`config.mk`:
```
export PLATFORM = sky130hd
export DESIGN_NAME = hex_grid_pixel_pick_core
export DESIGN_NICKNAME = d
export VERILOG_FILES = /design/src/design/hgpp_pkg.sv /design/src/design/hex_grid_pixel_pick_core.sv
export VERILOG_INCLUDE_DIRS = /design/src /design/src/design
export SDC_FILE = /design/constraint.sdc
export NUM_CORES = 2
export LEC_CHECK = 0
export BUFFER_PORTS_ARGS = -buffer_cell sky130_fd_sc_hd__buf_4
export CORE_MARGIN = 3
export CORE_UTILIZATION = 35
export CTS_CLUSTER_DIAMETER = 100
export DETAILED_ROUTE_END_ITERATION = 8
export PLACE_DENSITY = 0.62
export SETUP_SLACK_MARGIN = 0.02
export SLEW_MARGIN = 10
export SYNTH_ARGS = -nofsm -noshare
export SYNTH_HDL_FRONTEND = slang
export SYNTH_SLANG_ARGS = --single-unit
```
`constraint.sdc`:
```
create_clock -name clk -period 8 [get_ports clk]
set_clock_uncertainty 0.1 [all_clocks]
set_input_delay 0.4 -clock clk [delete_from_list [all_inputs] [get_ports clk]]
set_output_delay 0.4 -clock clk [all_outputs]
set_load 0.01 [all_outputs]
```
`src/design/hex_grid_pixel_pick_core_assert.svh`:
```
// ----------------------------------------------------------------------------
// Hexagon pixel pick: assertion macros
// Clocked on clk, disabled while rst_n is low.
// ----------------------------------------------------------------------------
`ifndef HEX_GRID_PIXEL_PICK_CORE_ASSERT_SVH
`define HEX_GRID_PIXEL_PICK_CORE_ASSERT_SVH

// consequent holds in the same cycle as the antecedent
`define HGPP_ASSERT_NOW(label, ante, cons, msg) \
    label: assert property (@(posedge clk) disable iff (!rst_n) (ante) |-> (cons)) \
        else $error(msg);

// consequent holds in the cycle after the antecedent
`define HGPP_ASSERT_NEXT(label, ante, cons, msg) \
    label: assert property (@(posedge clk) disable iff (!rst_n) (ante) |=> (cons)) \
        else $error(msg);

`endif

```
`src/design/hgpp_pkg.sv`:
```
`timescale 1ns / 1ps
// ----------------------------------------------------------------------------
// Hexagon pixel pick package
// Widths, register map, sequencer states and multiplier operation codes.
// ----------------------------------------------------------------------------
package hgpp_pkg;

    localparam int MAX_BOARD = 32;

    localparam int PT_W   = 16;
    localparam int BS_W   = 6;
    localparam int GEOM_W = 8;
    localparam int IDX_W  = 10;
    localparam int CXO_W  = 15;
    localparam int CYO_W  = 14;

    localparam int GEOM_MAX = (1 << GEOM_W) - 1;
    localparam int STEP_W   = GEOM_W + 1;
    localparam int STEP_MAX = 2 * GEOM_MAX;

    localparam int SZ_W  = $clog2(MAX_BOARD + 1);
    localparam int CNT_W = (2 * SZ_W > IDX_W) ? 2 * SZ_W : IDX_W;

    localparam int CX_RAW = $clog2(2 * MAX_BOARD * STEP_MAX + 1);
    localparam int CX_W   = (CX_RAW > CXO_W) ? CX_RAW : CXO_W;
    localparam int CY_RAW = $clog2(MAX_BOARD * GEOM_MAX + 1) + 1;
    localparam int CY_W   = (CY_RAW > CYO_W) ? CY_RAW : CYO_W;

    localparam int MA_W  = PT_W + 2;
    localparam int MB_W  = GEOM_W + 1;
    localparam int MUL_W = MA_W + MB_W;
    localparam int ACC_W =
        $clog2(GEOM_MAX * ((1 << PT_W) + 2 * MAX_BOARD * STEP_MAX) + 1) + 3;

    localparam int APB_AW = 4;
    localparam int APB_DW = 32;

    localparam logic [BS_W-1:0]   RST_BOARD_SIZE      = BS_W'(11);
    localparam logic [GEOM_W-1:0] RST_HEX_RADIUS      = GEOM_W'(30);
    localparam logic [GEOM_W-1:0] RST_HEX_HALF_WIDTH  = GEOM_W'(15);
    localparam logic [GEOM_W-1:0] RST_HEX_HALF_HEIGHT = GEOM_W'(26);

    typedef enum logic [1:0] {
        REG_BOARD_SIZE,
        REG_HEX_RADIUS,
        REG_HEX_HALF_WIDTH,
        REG_HEX_HALF_HEIGHT
    } reg_idx_t;

    typedef enum logic [1:0] {
        ST_IDLE,
        ST_SETUP,
        ST_SCAN,
        ST_DONE
    } state_t;

    typedef enum logic [2:0] {
        MUL_P,
        MUL_Q,
        MUL_R,
        MUL_KHR,
        MUL_KWH,
        MUL_DP,
        MUL_DQ
    } mul_op_t;

endpackage

```
`src/design/hex_grid_pixel_pick_core.sv`:
```
`timescale 1ns / 1ps
// ----------------------------------------------------------------------------
// Hexagon board pixel pick core
// Finds the board cell holding a pixel and returns its index and centre.
// ----------------------------------------------------------------------------
// Usage:
//   Input channel (in_valid/in_ready) carries point_x and point_y. Output
//   channel (out_valid/out_ready) carries hit, cell_index, center_x and
//   center_y. The APB port holds board size and hexagon geometry; write it
//   only while no item is in flight.
//   An item first forms its setup products on a single shared 18x9
//   multiplier (edge products of the point, the edge bounds h*r and w*h
//   and the per-cell step values), then tests one cell per cycle, row by
//   row, by stepping the edge terms of the cell test. The number of cells
//   tried is the position of the hit cell, or size*size on a miss (1024
//   for a full 32 by 32 board). One item is in work at a time, so a new
//   item is taken only once the previous one has left the sequencer;
//   in_ready is high whenever the sequencer is idle.
//   The result sits in an output register, so a new item is taken while the
//   previous result waits; a stalled receiver holds the next result in the
//   sequencer until the output register frees.
//   Reset loads the default geometry and empties the block.
// ----------------------------------------------------------------------------
module hex_grid_pixel_pick_core (
    input  logic                              clk,
    input  logic                              rst_n,
    input  logic                              in_valid,
    output logic                              in_ready,
    input  logic signed [hgpp_pkg::PT_W-1:0]  point_x,
    input  logic signed [hgpp_pkg::PT_W-1:0]  point_y,
    output logic                              out_valid,
    input  logic                              out_ready,
    output logic                              hit,
    output logic        [hgpp_pkg::IDX_W-1:0] cell_index,
    output logic        [hgpp_pkg::CXO_W-1:0] center_x,
    output logic signed [hgpp_pkg::CYO_W-1:0] center_y,
    input  logic                              psel,
    input  logic                              penable,
    input  logic                              pwrite,
    input  logic        [hgpp_pkg::APB_AW-1:0] paddr,
    input  logic        [hgpp_pkg::APB_DW-1:0] pwdata,
    output logic        [hgpp_pkg::APB_DW-1:0] prdata,
    output logic                              pready
);
    import hgpp_pkg::*;

    // configuration
    logic [BS_W-1:0]   board_size_reg;
    logic [GEOM_W-1:0] hex_radius_reg;
    logic [GEOM_W-1:0] hex_half_width_reg;
    logic [GEOM_W-1:0] hex_half_height_reg;
    logic              cfg_wr;
    reg_idx_t          cfg_idx;

    // sequencer
    state_t  state_reg, state_next;
    mul_op_t op_reg, op_next;

    // item working set
    logic signed [PT_W-1:0]  pt_x_reg, pt_x_next;
    logic signed [PT_W-1:0]  pt_y_reg, pt_y_next;
    logic signed [ACC_W-1:0] acc_p_reg, acc_p_next;
    logic signed [ACC_W-1:0] acc_q_reg, acc_q_next;
    logic signed [ACC_W-1:0] acc_r_reg, acc_r_next;
    logic signed [ACC_W-1:0] base_p_reg, base_p_next;
    logic signed [ACC_W-1:0] base_q_reg, base_q_next;
    logic signed [ACC_W-1:0] base_r_reg, base_r_next;
    logic signed [ACC_W-1:0] khr_reg, khr_next;
    logic signed [ACC_W-1:0] kwh_reg, kwh_next;
    logic signed [ACC_W-1:0] dp_reg, dp_next;
    logic signed [ACC_W-1:0] dq_reg, dq_next;
    logic        [CX_W-1:0]  cx_reg, cx_next;
    logic        [CX_W-1:0]  cxb_reg, cxb_next;
    logic signed [CY_W-1:0]  cy_reg, cy_next;
    logic signed [CY_W-1:0]  cyb_reg, cyb_next;
    logic        [SZ_W-1:0]  i_reg, i_next;
    logic        [SZ_W-1:0]  j_reg, j_next;
    logic        [CNT_W-1:0] idx_reg, idx_next;
    logic                    found_reg, found_next;

    // output register
    logic                    out_valid_reg, out_valid_next;
    logic                    hit_reg, hit_next;
    logic        [IDX_W-1:0] cell_index_reg, cell_index_next;
    logic        [CXO_W-1:0] center_x_reg, center_x_next;
    logic signed [CYO_W-1:0] center_y_reg, center_y_next;

    // derived geometry
    logic        [STEP_W-1:0] step_x;
    logic signed [MB_W-1:0]   a_coef;
    logic signed [MB_W-1:0]   h_s;
    logic signed [MB_W-1:0]   w_s;
    logic        [7:0]        size_wide;
    logic        [7:0]        size_sat;
    logic        [SZ_W-1:0]   size_eff;
    logic        [SZ_W-1:0]   size_m1;
    logic signed [CY_W-1:0]   h_cy;

    // shared multiplier
    logic signed [MA_W-1:0]  mul_a;
    logic signed [MB_W-1:0]  mul_b;
    logic signed [MUL_W-1:0] mul_p;
    logic signed [ACC_W-1:0] mul_ext;

    // cell test
    logic signed [ACC_W:0] sum_pq, dif_pq, r_e, khr_e, kwh_e, neg_khr, neg_kwh;
    logic                  cell_hit;
    logic                  last_i, last_j, out_free;

    // ------------------------------------------------------------------
    // APB register file
    // ------------------------------------------------------------------
    assign pready  = 1'b1;
    assign cfg_wr  = psel & penable & pwrite & pready;
    assign cfg_idx = reg_idx_t'(paddr[3:2]);

    always_ff @(posedge clk or negedge rst_n)
    begin
        if (!rst_n)
        begin
            board_size_reg      <= RST_BOARD_SIZE;
            hex_radius_reg      <= RST_HEX_RADIUS;
            hex_half_width_reg  <= RST_HEX_HALF_WIDTH;
            hex_half_height_reg <= RST_HEX_HALF_HEIGHT;
        end
        else if (cfg_wr)
        begin
            unique case (cfg_idx)
                REG_BOARD_SIZE:      board_size_reg      <= pwdata[BS_W-1:0];
                REG_HEX_RADIUS:      hex_radius_reg      <= pwdata[GEOM_W-1:0];
                REG_HEX_HALF_WIDTH:  hex_half_width_reg  <= pwdata[GEOM_W-1:0];
                REG_HEX_HALF_HEIGHT: hex_half_height_reg <= pwdata[GEOM_W-1:0];
                default: ;
            endcase
        end
    end

    always_comb
    begin
        unique case (cfg_idx)
            REG_BOARD_SIZE:      prdata = APB_DW'(board_size_reg);
            REG_HEX_RADIUS:      prdata = APB_DW'(hex_radius_reg);
            REG_HEX_HALF_WIDTH:  prdata = APB_DW'(hex_half_width_reg);
            REG_HEX_HALF_HEIGHT: prdata = APB_DW'(hex_half_height_reg);
            default:             prdata = '0;
        endcase
    end

    // ------------------------------------------------------------------
    // Geometry
    // ------------------------------------------------------------------
    assign step_x = {1'b0, hex_radius_reg} + {1'b0, hex_half_width_reg};
    assign h_s    = $signed({1'b0, hex_half_height_reg});
    assign w_s    = $signed({1'b0, hex_half_width_reg});
    assign a_coef = w_s - $signed({1'b0, hex_radius_reg});
    assign h_cy   = $signed({{(CY_W-GEOM_W){1'b0}}, hex_half_height_reg});

    // saturate the board size to the largest board supported
    assign size_wide = {{(8-BS_W){1'b0}}, board_size_reg};
    assign size_sat  = (size_wide > 8'(MAX_BOARD)) ? 8'(MAX_BOARD) : size_wide;
    assign size_eff  = size_sat[SZ_W-1:0];
    assign size_m1   = size_eff - SZ_W'(1);

    // ------------------------------------------------------------------
    // Shared multiplier: one product per setup cycle
    // ------------------------------------------------------------------
    always_comb
    begin
        mul_a = '0;
        mul_b = '0;
        unique case (op_reg)
            MUL_P:
            begin
                mul_a = {{(MA_W-PT_W){pt_x_reg[PT_W-1]}}, pt_x_reg};
                mul_b = h_s;
            end
            MUL_Q:
            begin
                mul_a = {{(MA_W-PT_W){pt_y_reg[PT_W-1]}}, pt_y_reg};
                mul_b = a_coef;
            end
            MUL_R:
            begin
                mul_a = {{(MA_W-PT_W){pt_y_reg[PT_W-1]}}, pt_y_reg};
                mul_b = w_s;
            end
            MUL_KHR:
            begin
                mul_a = $signed({{(MA_W-GEOM_W){1'b0}}, hex_radius_reg});
                mul_b = h_s;
            end
            MUL_KWH:
            begin
                mul_a = $signed({{(MA_W-GEOM_W){1'b0}}, hex_half_width_reg});
                mul_b = h_s;
            end
            MUL_DP:
            begin
                mul_a = $signed({{(MA_W-STEP_W){1'b0}}, step_x});
                mul_b = h_s;
            end
            MUL_DQ:
            begin
                mul_a = $signed({{(MA_W-GEOM_W){1'b0}}, hex_half_height_reg});
                mul_b = a_coef;
            end
            default: ;
        endcase
    end

    assign mul_p   = mul_a * mul_b;
    assign mul_ext = {{(ACC_W-MUL_W){mul_p[MUL_W-1]}}, mul_p};

    // ------------------------------------------------------------------
    // Cell test. With P = h*dx, Q = (w-r)*dy and R = w*dy taken against
    // the cell centre, the edge tests against the hexagon sides reduce to
    // |P-Q| <= h*r, |P+Q| <= h*r and |R| <= w*h.
    // ------------------------------------------------------------------
    assign sum_pq  = (ACC_W+1)'(acc_p_reg) + (ACC_W+1)'(acc_q_reg);
    assign dif_pq  = (ACC_W+1)'(acc_p_reg) - (ACC_W+1)'(acc_q_reg);
    assign r_e     = (ACC_W+1)'(acc_r_reg);
    assign khr_e   = (ACC_W+1)'(khr_reg);
    assign kwh_e   = (ACC_W+1)'(kwh_reg);
    assign neg_khr = -khr_e;
    assign neg_kwh = -kwh_e;

    assign cell_hit = (dif_pq <= khr_e) && (dif_pq >= neg_khr) &&
                      (sum_pq <= khr_e) && (sum_pq >= neg_khr) &&
                      (r_e <= kwh_e) && (r_e >= neg_kwh);

    assign last_i   = (i_reg == size_m1);
    assign last_j   = (j_reg == size_m1);
    assign out_free = !out_valid_reg || out_ready;
    assign in_ready = (state_reg == ST_IDLE);

    // ------------------------------------------------------------------
    // Sequencer
    // ------------------------------------------------------------------
    always_comb
    begin
        state_next      = state_reg;
        op_next         = op_reg;
        pt_x_next       = pt_x_reg;
        pt_y_next       = pt_y_reg;
        acc_p_next      = acc_p_reg;
        acc_q_next      = acc_q_reg;
        acc_r_next      = acc_r_reg;
        base_p_next     = base_p_reg;
        base_q_next     = base_q_reg;
        base_r_next     = base_r_reg;
        khr_next        = khr_reg;
        kwh_next        = kwh_reg;
        dp_next         = dp_reg;
        dq_next         = dq_reg;
        cx_next         = cx_reg;
        cxb_next        = cxb_reg;
        cy_next         = cy_reg;
        cyb_next        = cyb_reg;
        i_next          = i_reg;
        j_next          = j_reg;
        idx_next        = idx_reg;
        found_next      = found_reg;
        out_valid_next  = out_valid_reg && !out_ready;
        hit_next        = hit_reg;
        cell_index_next = cell_index_reg;
        center_x_next   = center_x_reg;
        center_y_next   = center_y_reg;

        unique case (state_reg)
            ST_IDLE:
            begin
                if (in_valid)
                begin
                    pt_x_next  = point_x;
                    pt_y_next  = point_y;
                    cx_next    = '0;
                    cxb_next   = '0;
                    cy_next    = '0;
                    cyb_next   = '0;
                    i_next     = '0;
                    j_next     = '0;
                    idx_next   = '0;
                    found_next = 1'b0;
                    op_next    = MUL_P;
                    state_next = ST_SETUP;
                end
            end
            ST_SETUP:
            begin
                unique case (op_reg)
                    MUL_P:
                    begin
                        acc_p_next  = mul_ext;
                        base_p_next = mul_ext;
                    end
                    MUL_Q:
                    begin
                        acc_q_next  = mul_ext;
                        base_q_next = mul_ext;
                    end
                    MUL_R:
                    begin
                        acc_r_next  = mul_ext;
                        base_r_next = mul_ext;
                    end
                    MUL_KHR: khr_next = mul_ext;
                    MUL_KWH: kwh_next = mul_ext;
                    MUL_DP:  dp_next  = mul_ext;
                    MUL_DQ:  dq_next  = mul_ext;
                    default: ;
                endcase
                if (op_reg == MUL_DQ)
                begin
                    // an empty board has no cells to try
                    state_next = (size_eff == '0) ? ST_DONE : ST_SCAN;
                end
                else
                begin
                    op_next = mul_op_t'(op_reg + 3'd1);
                end
            end
            ST_SCAN:
            begin
                if (cell_hit)
                begin
                    found_next = 1'b1;
                    state_next = ST_DONE;
                end
                else if (last_i && last_j)
                begin
                    state_next = ST_DONE;
                end
                else if (last_i)
                begin
                    // next row: dx drops by the step, dy rises by h
                    i_next      = '0;
                    j_next      = j_reg + SZ_W'(1);
                    idx_next    = idx_reg + CNT_W'(1);
                    base_p_next = base_p_reg - dp_reg;
                    base_q_next = base_q_reg + dq_reg;
                    base_r_next = base_r_reg + kwh_reg;
                    acc_p_next  = base_p_reg - dp_reg;
                    acc_q_next  = base_q_reg + dq_reg;
                    acc_r_next  = base_r_reg + kwh_reg;
                    cxb_next    = cxb_reg + CX_W'(step_x);
                    cx_next     = cxb_reg + CX_W'(step_x);
                    cyb_next    = cyb_reg - h_cy;
                    cy_next     = cyb_reg - h_cy;
                end
                else
                begin
                    // next column: dx and dy both drop
                    i_next     = i_reg + SZ_W'(1);
                    idx_next   = idx_reg + CNT_W'(1);
                    acc_p_next = acc_p_reg - dp_reg;
                    acc_q_next = acc_q_reg - dq_reg;
                    acc_r_next = acc_r_reg - kwh_reg;
                    cx_next    = cx_reg + CX_W'(step_x);
                    cy_next    = cy_reg + h_cy;
                end
            end
            ST_DONE:
            begin
                if (out_free)
                begin
                    out_valid_next  = 1'b1;
                    hit_next        = found_reg;
                    cell_index_next = found_reg ? idx_reg[IDX_W-1:0] : '0;
                    center_x_next   = found_reg ? cx_reg[CXO_W-1:0] : '0;
                    center_y_next   = found_reg ? cy_reg[CYO_W-1:0] : '0;
                    state_next      = ST_IDLE;
                end
            end
            default: state_next = ST_IDLE;
        endcase
    end

    always_ff @(posedge clk or negedge rst_n)
    begin
        if (!rst_n)
        begin
            state_reg     <= ST_IDLE;
            op_reg        <= MUL_P;
            out_valid_reg <= 1'b0;
        end
        else
        begin
            state_reg     <= state_next;
            op_reg        <= op_next;
            out_valid_reg <= out_valid_next;
        end
    end

    always_ff @(posedge clk)
    begin
        pt_x_reg       <= pt_x_next;
        pt_y_reg       <= pt_y_next;
        acc_p_reg      <= acc_p_next;
        acc_q_reg      <= acc_q_next;
        acc_r_reg      <= acc_r_next;
        base_p_reg     <= base_p_next;
        base_q_reg     <= base_q_next;
        base_r_reg     <= base_r_next;
        khr_reg        <= khr_next;
        kwh_reg        <= kwh_next;
        dp_reg         <= dp_next;
        dq_reg         <= dq_next;
        cx_reg         <= cx_next;
        cxb_reg        <= cxb_next;
        cy_reg         <= cy_next;
        cyb_reg        <= cyb_next;
        i_reg          <= i_next;
        j_reg          <= j_next;
        idx_reg        <= idx_next;
        found_reg      <= found_next;
        hit_reg        <= hit_next;
        cell_index_reg <= cell_index_next;
        center_x_reg   <= center_x_next;
        center_y_reg   <= center_y_next;
    end

    assign out_valid  = out_valid_reg;
    assign hit        = hit_reg;
    assign cell_index = cell_index_reg;
    assign center_x   = center_x_reg;
    assign center_y   = center_y_reg;

    // ------------------------------------------------------------------
    // Assertions
    // ------------------------------------------------------------------
`include "hex_grid_pixel_pick_core_assert.svh"

    `HGPP_ASSERT_NEXT(a_accept_starts_setup, in_valid && in_ready, state_reg == ST_SETUP, "accepted item did not start setup")
    `HGPP_ASSERT_NOW(a_miss_fields_zero, out_valid && !hit, cell_index == '0 && center_x == '0 && center_y == '0, "miss result carries non-zero fields")
    `HGPP_ASSERT_NOW(a_scan_in_board, state_reg == ST_SCAN, i_reg < size_eff && j_reg < size_eff, "scan position outside the board")
    `HGPP_ASSERT_NOW(a_result_from_done, $rose(out_valid_reg), $past(state_reg) == ST_DONE, "result loaded outside the done state")

endmodule

```
==> out/qor.yml <==
die:
  fp.dieArea_um2: 120000
  initial_core_util: 0.354
  die_h_um: 347
  core_um2: 115000
  rows: 124
  num_io_pins: 150
  die_x_um: 347
yosys:
  yosys_warnings: 0
  synth_cell_type_count: 87
  synth.area.top_cells: "edfxtp_1, ha_1, fa_1, xnor2_1, inv_1"
  syn_area_um2: 40700
  synth_edf_count: 429
  synth-main-ff-cell: "edfxtp_1"
  synth-seq-area-share: 0.339
  synth_top_area_frac: 0.317
  ys_ff_latch: 465
  syn_inst: 4231
  async_reset_ff_frac: 0.0774
  synth_top_cell_by_area: "edfxtp_1"
  syn_area_per_cell_um2: 9.61
clock_tree:
  root_buffer: "clkbuf_16"
  cts_sinks: 465
  cts_htree_levels: 2
  cts_buffer_depth: 3
  clk_latency_ps: 630
  cts_tree: "yes"
  path_clk_slew_ps: 60
  cts_buffers: 54
sta:
  finalSetupViolations: 0
  worstMarginPinSlew_ps: 1050
  hold_violations: 0
  rsz0062_at_grt: "true"
  finalCritPeriodShare: 0.979
  post-route-min-period_ps: 7830
  max_freq_mhz: 128
  relSlewSlack: 0.299
  finalMaxSlewViolations: 0
layout:
  drive_gt1_frac: 0.113
  final_common_cell: "ha_1"
  nets: 5161
  area_growth_pct: 14.5
  final_util: 0.406
  layout_common_cells: "ha_1, edfxtp_1, inv_1"
global_route:
  grt_max_degree: 61
  grt-ovfl-total: 0
  grt_pass1_vias: 31500
  antenna_found_initial: 1
  grt_pass1_wl_mm: 174
  grt_usage: 0.180
setup_path:
  critPathLaunchType: "flip-flop"
  crit_arrival_ps: 8080
  path_common_cell: "fa_1"
  crit_type: "reg2reg"
  crit_required_ps: 8250
  cp-end-kind: "flip-flop"
  slowest_delay_ps: 590
  cp_slowest_cell: "dfstp_2"
  path_max_fanout: 6
route:
  post_drt_wl_per_cell_um: 18.7
  drt_first_pass_iters: 6
  routed_wl_mm: 112
  drtIter0Drc: 2384
  vias: 32100
  ant_nets: 0
  viasPerCell: 5.34
  drc: 0
placed_design:
  portBuffers: 98
  place_congestion: 0.939
  hpwlAfterDp_mm: 87.2
min_path:
  hold_path.class: "in2reg"
job:
  max_cap_violations: 0
run_status:
  status: "complete, no violations"
## cell usage after synthesis (all sizes together), types with 10 or more instances
| library cell | number |
|---|---|
| ha | 481 |
| edfxtp | 429 |
| inv | 415 |
| nor2 | 377 |
| a21oi | 305 |
| nand2 | 285 |
| xnor2 | 239 |
| a21o | 193 |
| o21ai | 192 |
| fa | 139 |
| xor2 | 97 |
| clkbuf | 87 |
| and2 | 77 |
| nor3 | 71 |
| nand3 | 65 |
| nor2b | 61 |
| nand2b | 60 |
| nand4 | 52 |
| o21bai | 46 |
| buf | 42 |
| a211oi | 36 |
| o21a | 36 |
| and3 | 34 |
| mux2 | 32 |
| nor4 | 26 |
| dfrtp | 22 |
| o211ai | 21 |
| a31oi | 20 |
| a2bb2oi | 19 |
| or2 | 19 |
| or3 | 17 |
| o31ai | 16 |
| a22oi | 15 |
| dfstp | 14 |
| a31o | 13 |
| a222oi | 12 |
| a22o | 12 |
| o31a | 12 |
| a21boi | 10 |
## critical path, delay by kind of cell, from the launching register on
kind	cells	cell delay [ps]
buffers and inverters	4	300
and+or+nand+nor	5	1140
DFF	1	590
xor gates and xnor gates	2	310
AOI/OAI and AO/OA	12	2160
adders and majority gates	8	3010
## path summary, 6_finish.rpt
path / startpoint / to / slack (ps) / cells after the start
setup / recovery: hex_half_width_reg[0]$_DFFE_PN1P_ / acc_r_reg[25]$_DFFE_PP_ / 170 / 31
hold / removal: out_ready / out_valid$_DFF_PN0_ / 110 / 3
setup reg to reg: hex_half_width_reg[0]$_DFFE_PN1P_ / acc_r_reg[25]$_DFFE_PP_ / 170 / 31
hold reg to reg: hex_radius_reg[3]$_DFFE_PN1P_ / hex_radius_reg[3]$_DFFE_PN1P_ / 440 / 2
max in group asynchronous: rst_n / hex_radius_reg[1]$_DFFE_PN1P_ / 7240 / 2
min in group asynchronous: rst_n / hex_half_height_reg[5]$_DFFE_PN0P_ / 190 / 2
## cell families (layout without fill, tap and decap cells)
kind of cell,Yosys count,after routing,synth area share
AOI/OAI and AO/OA,1042,1042,0.167
xor gates and xnor gates,336,336,0.0723
adders and majority gates,620,620,0.216
buffers and inverters,544,797,0.0526
DFF,465,465,0.339
muxes,44,44,0.0137
other,2,26,0.000185
and+or+nand+nor,1178,1178,0.138
## layout make-up
| type | instances | area (µm²) |
|---|---|---|
| Timing Repair Buffer | 285 | 2360 |
| Clock buffer | 64 | 1410 |
| Fill cell | 11200 | 68200 |
| Tap cell | 1512 | 1890 |
| Sequential cell | 465 | 13800 |
| Clock inverter | 33 | 297 |
| Inverter | 415 | 1560 |
| Multi-Input combinational cell | 3245 | 25300 |
| Antenna cell | 1 | 2.50 |
## metal layers
metal / GRT usage / up-vias / share of wire
met5: 0 / - / 0
met2: 0.297 / 874 / 0.46
met4: 0.0510 / 0 / 0.028
met1: 0.252 / 15600 / 0.46
li1: - / 15500 / -
met3: 0.0165 / 164 / 0.052
## through the flow
| step | worst slack (ps) | instance area, µm² | std cells | TNS [ps] | hold WS, ps |
|---|---|---|---|---|---|
| global placement | 10.9 | 43900 | 5853 | 0 | 299 |
| detailed placement | -52.8 | 43900 | 5853 | -127 | 296 |
| floorplan | 159 | 40800 | 4254 | 0 | 4.41 |
| CTS | 39.8 | 46100 | 5995 | 0 | 94.5 |
| finish | 170 | 46600 | 6020 | 0 | 114 |
| global route | -92.0 | 46600 | 6020 | -191 | 108 |
## repair_timing
item                                    4_1_cts  5_1_grt
hold buffers                                 42        0
pin swaps                                     3       64
gates resized for setup                       7       84
gates cloned                                  0        1
hold endpoints to repair                    100        0
endpoints found under the setup margin        7       91
buffers inserted                              3       23
Power is left out: the tool's default activity adds up to more than one toggle a clock period on the data nets, which glitch-free logic cannot reach.
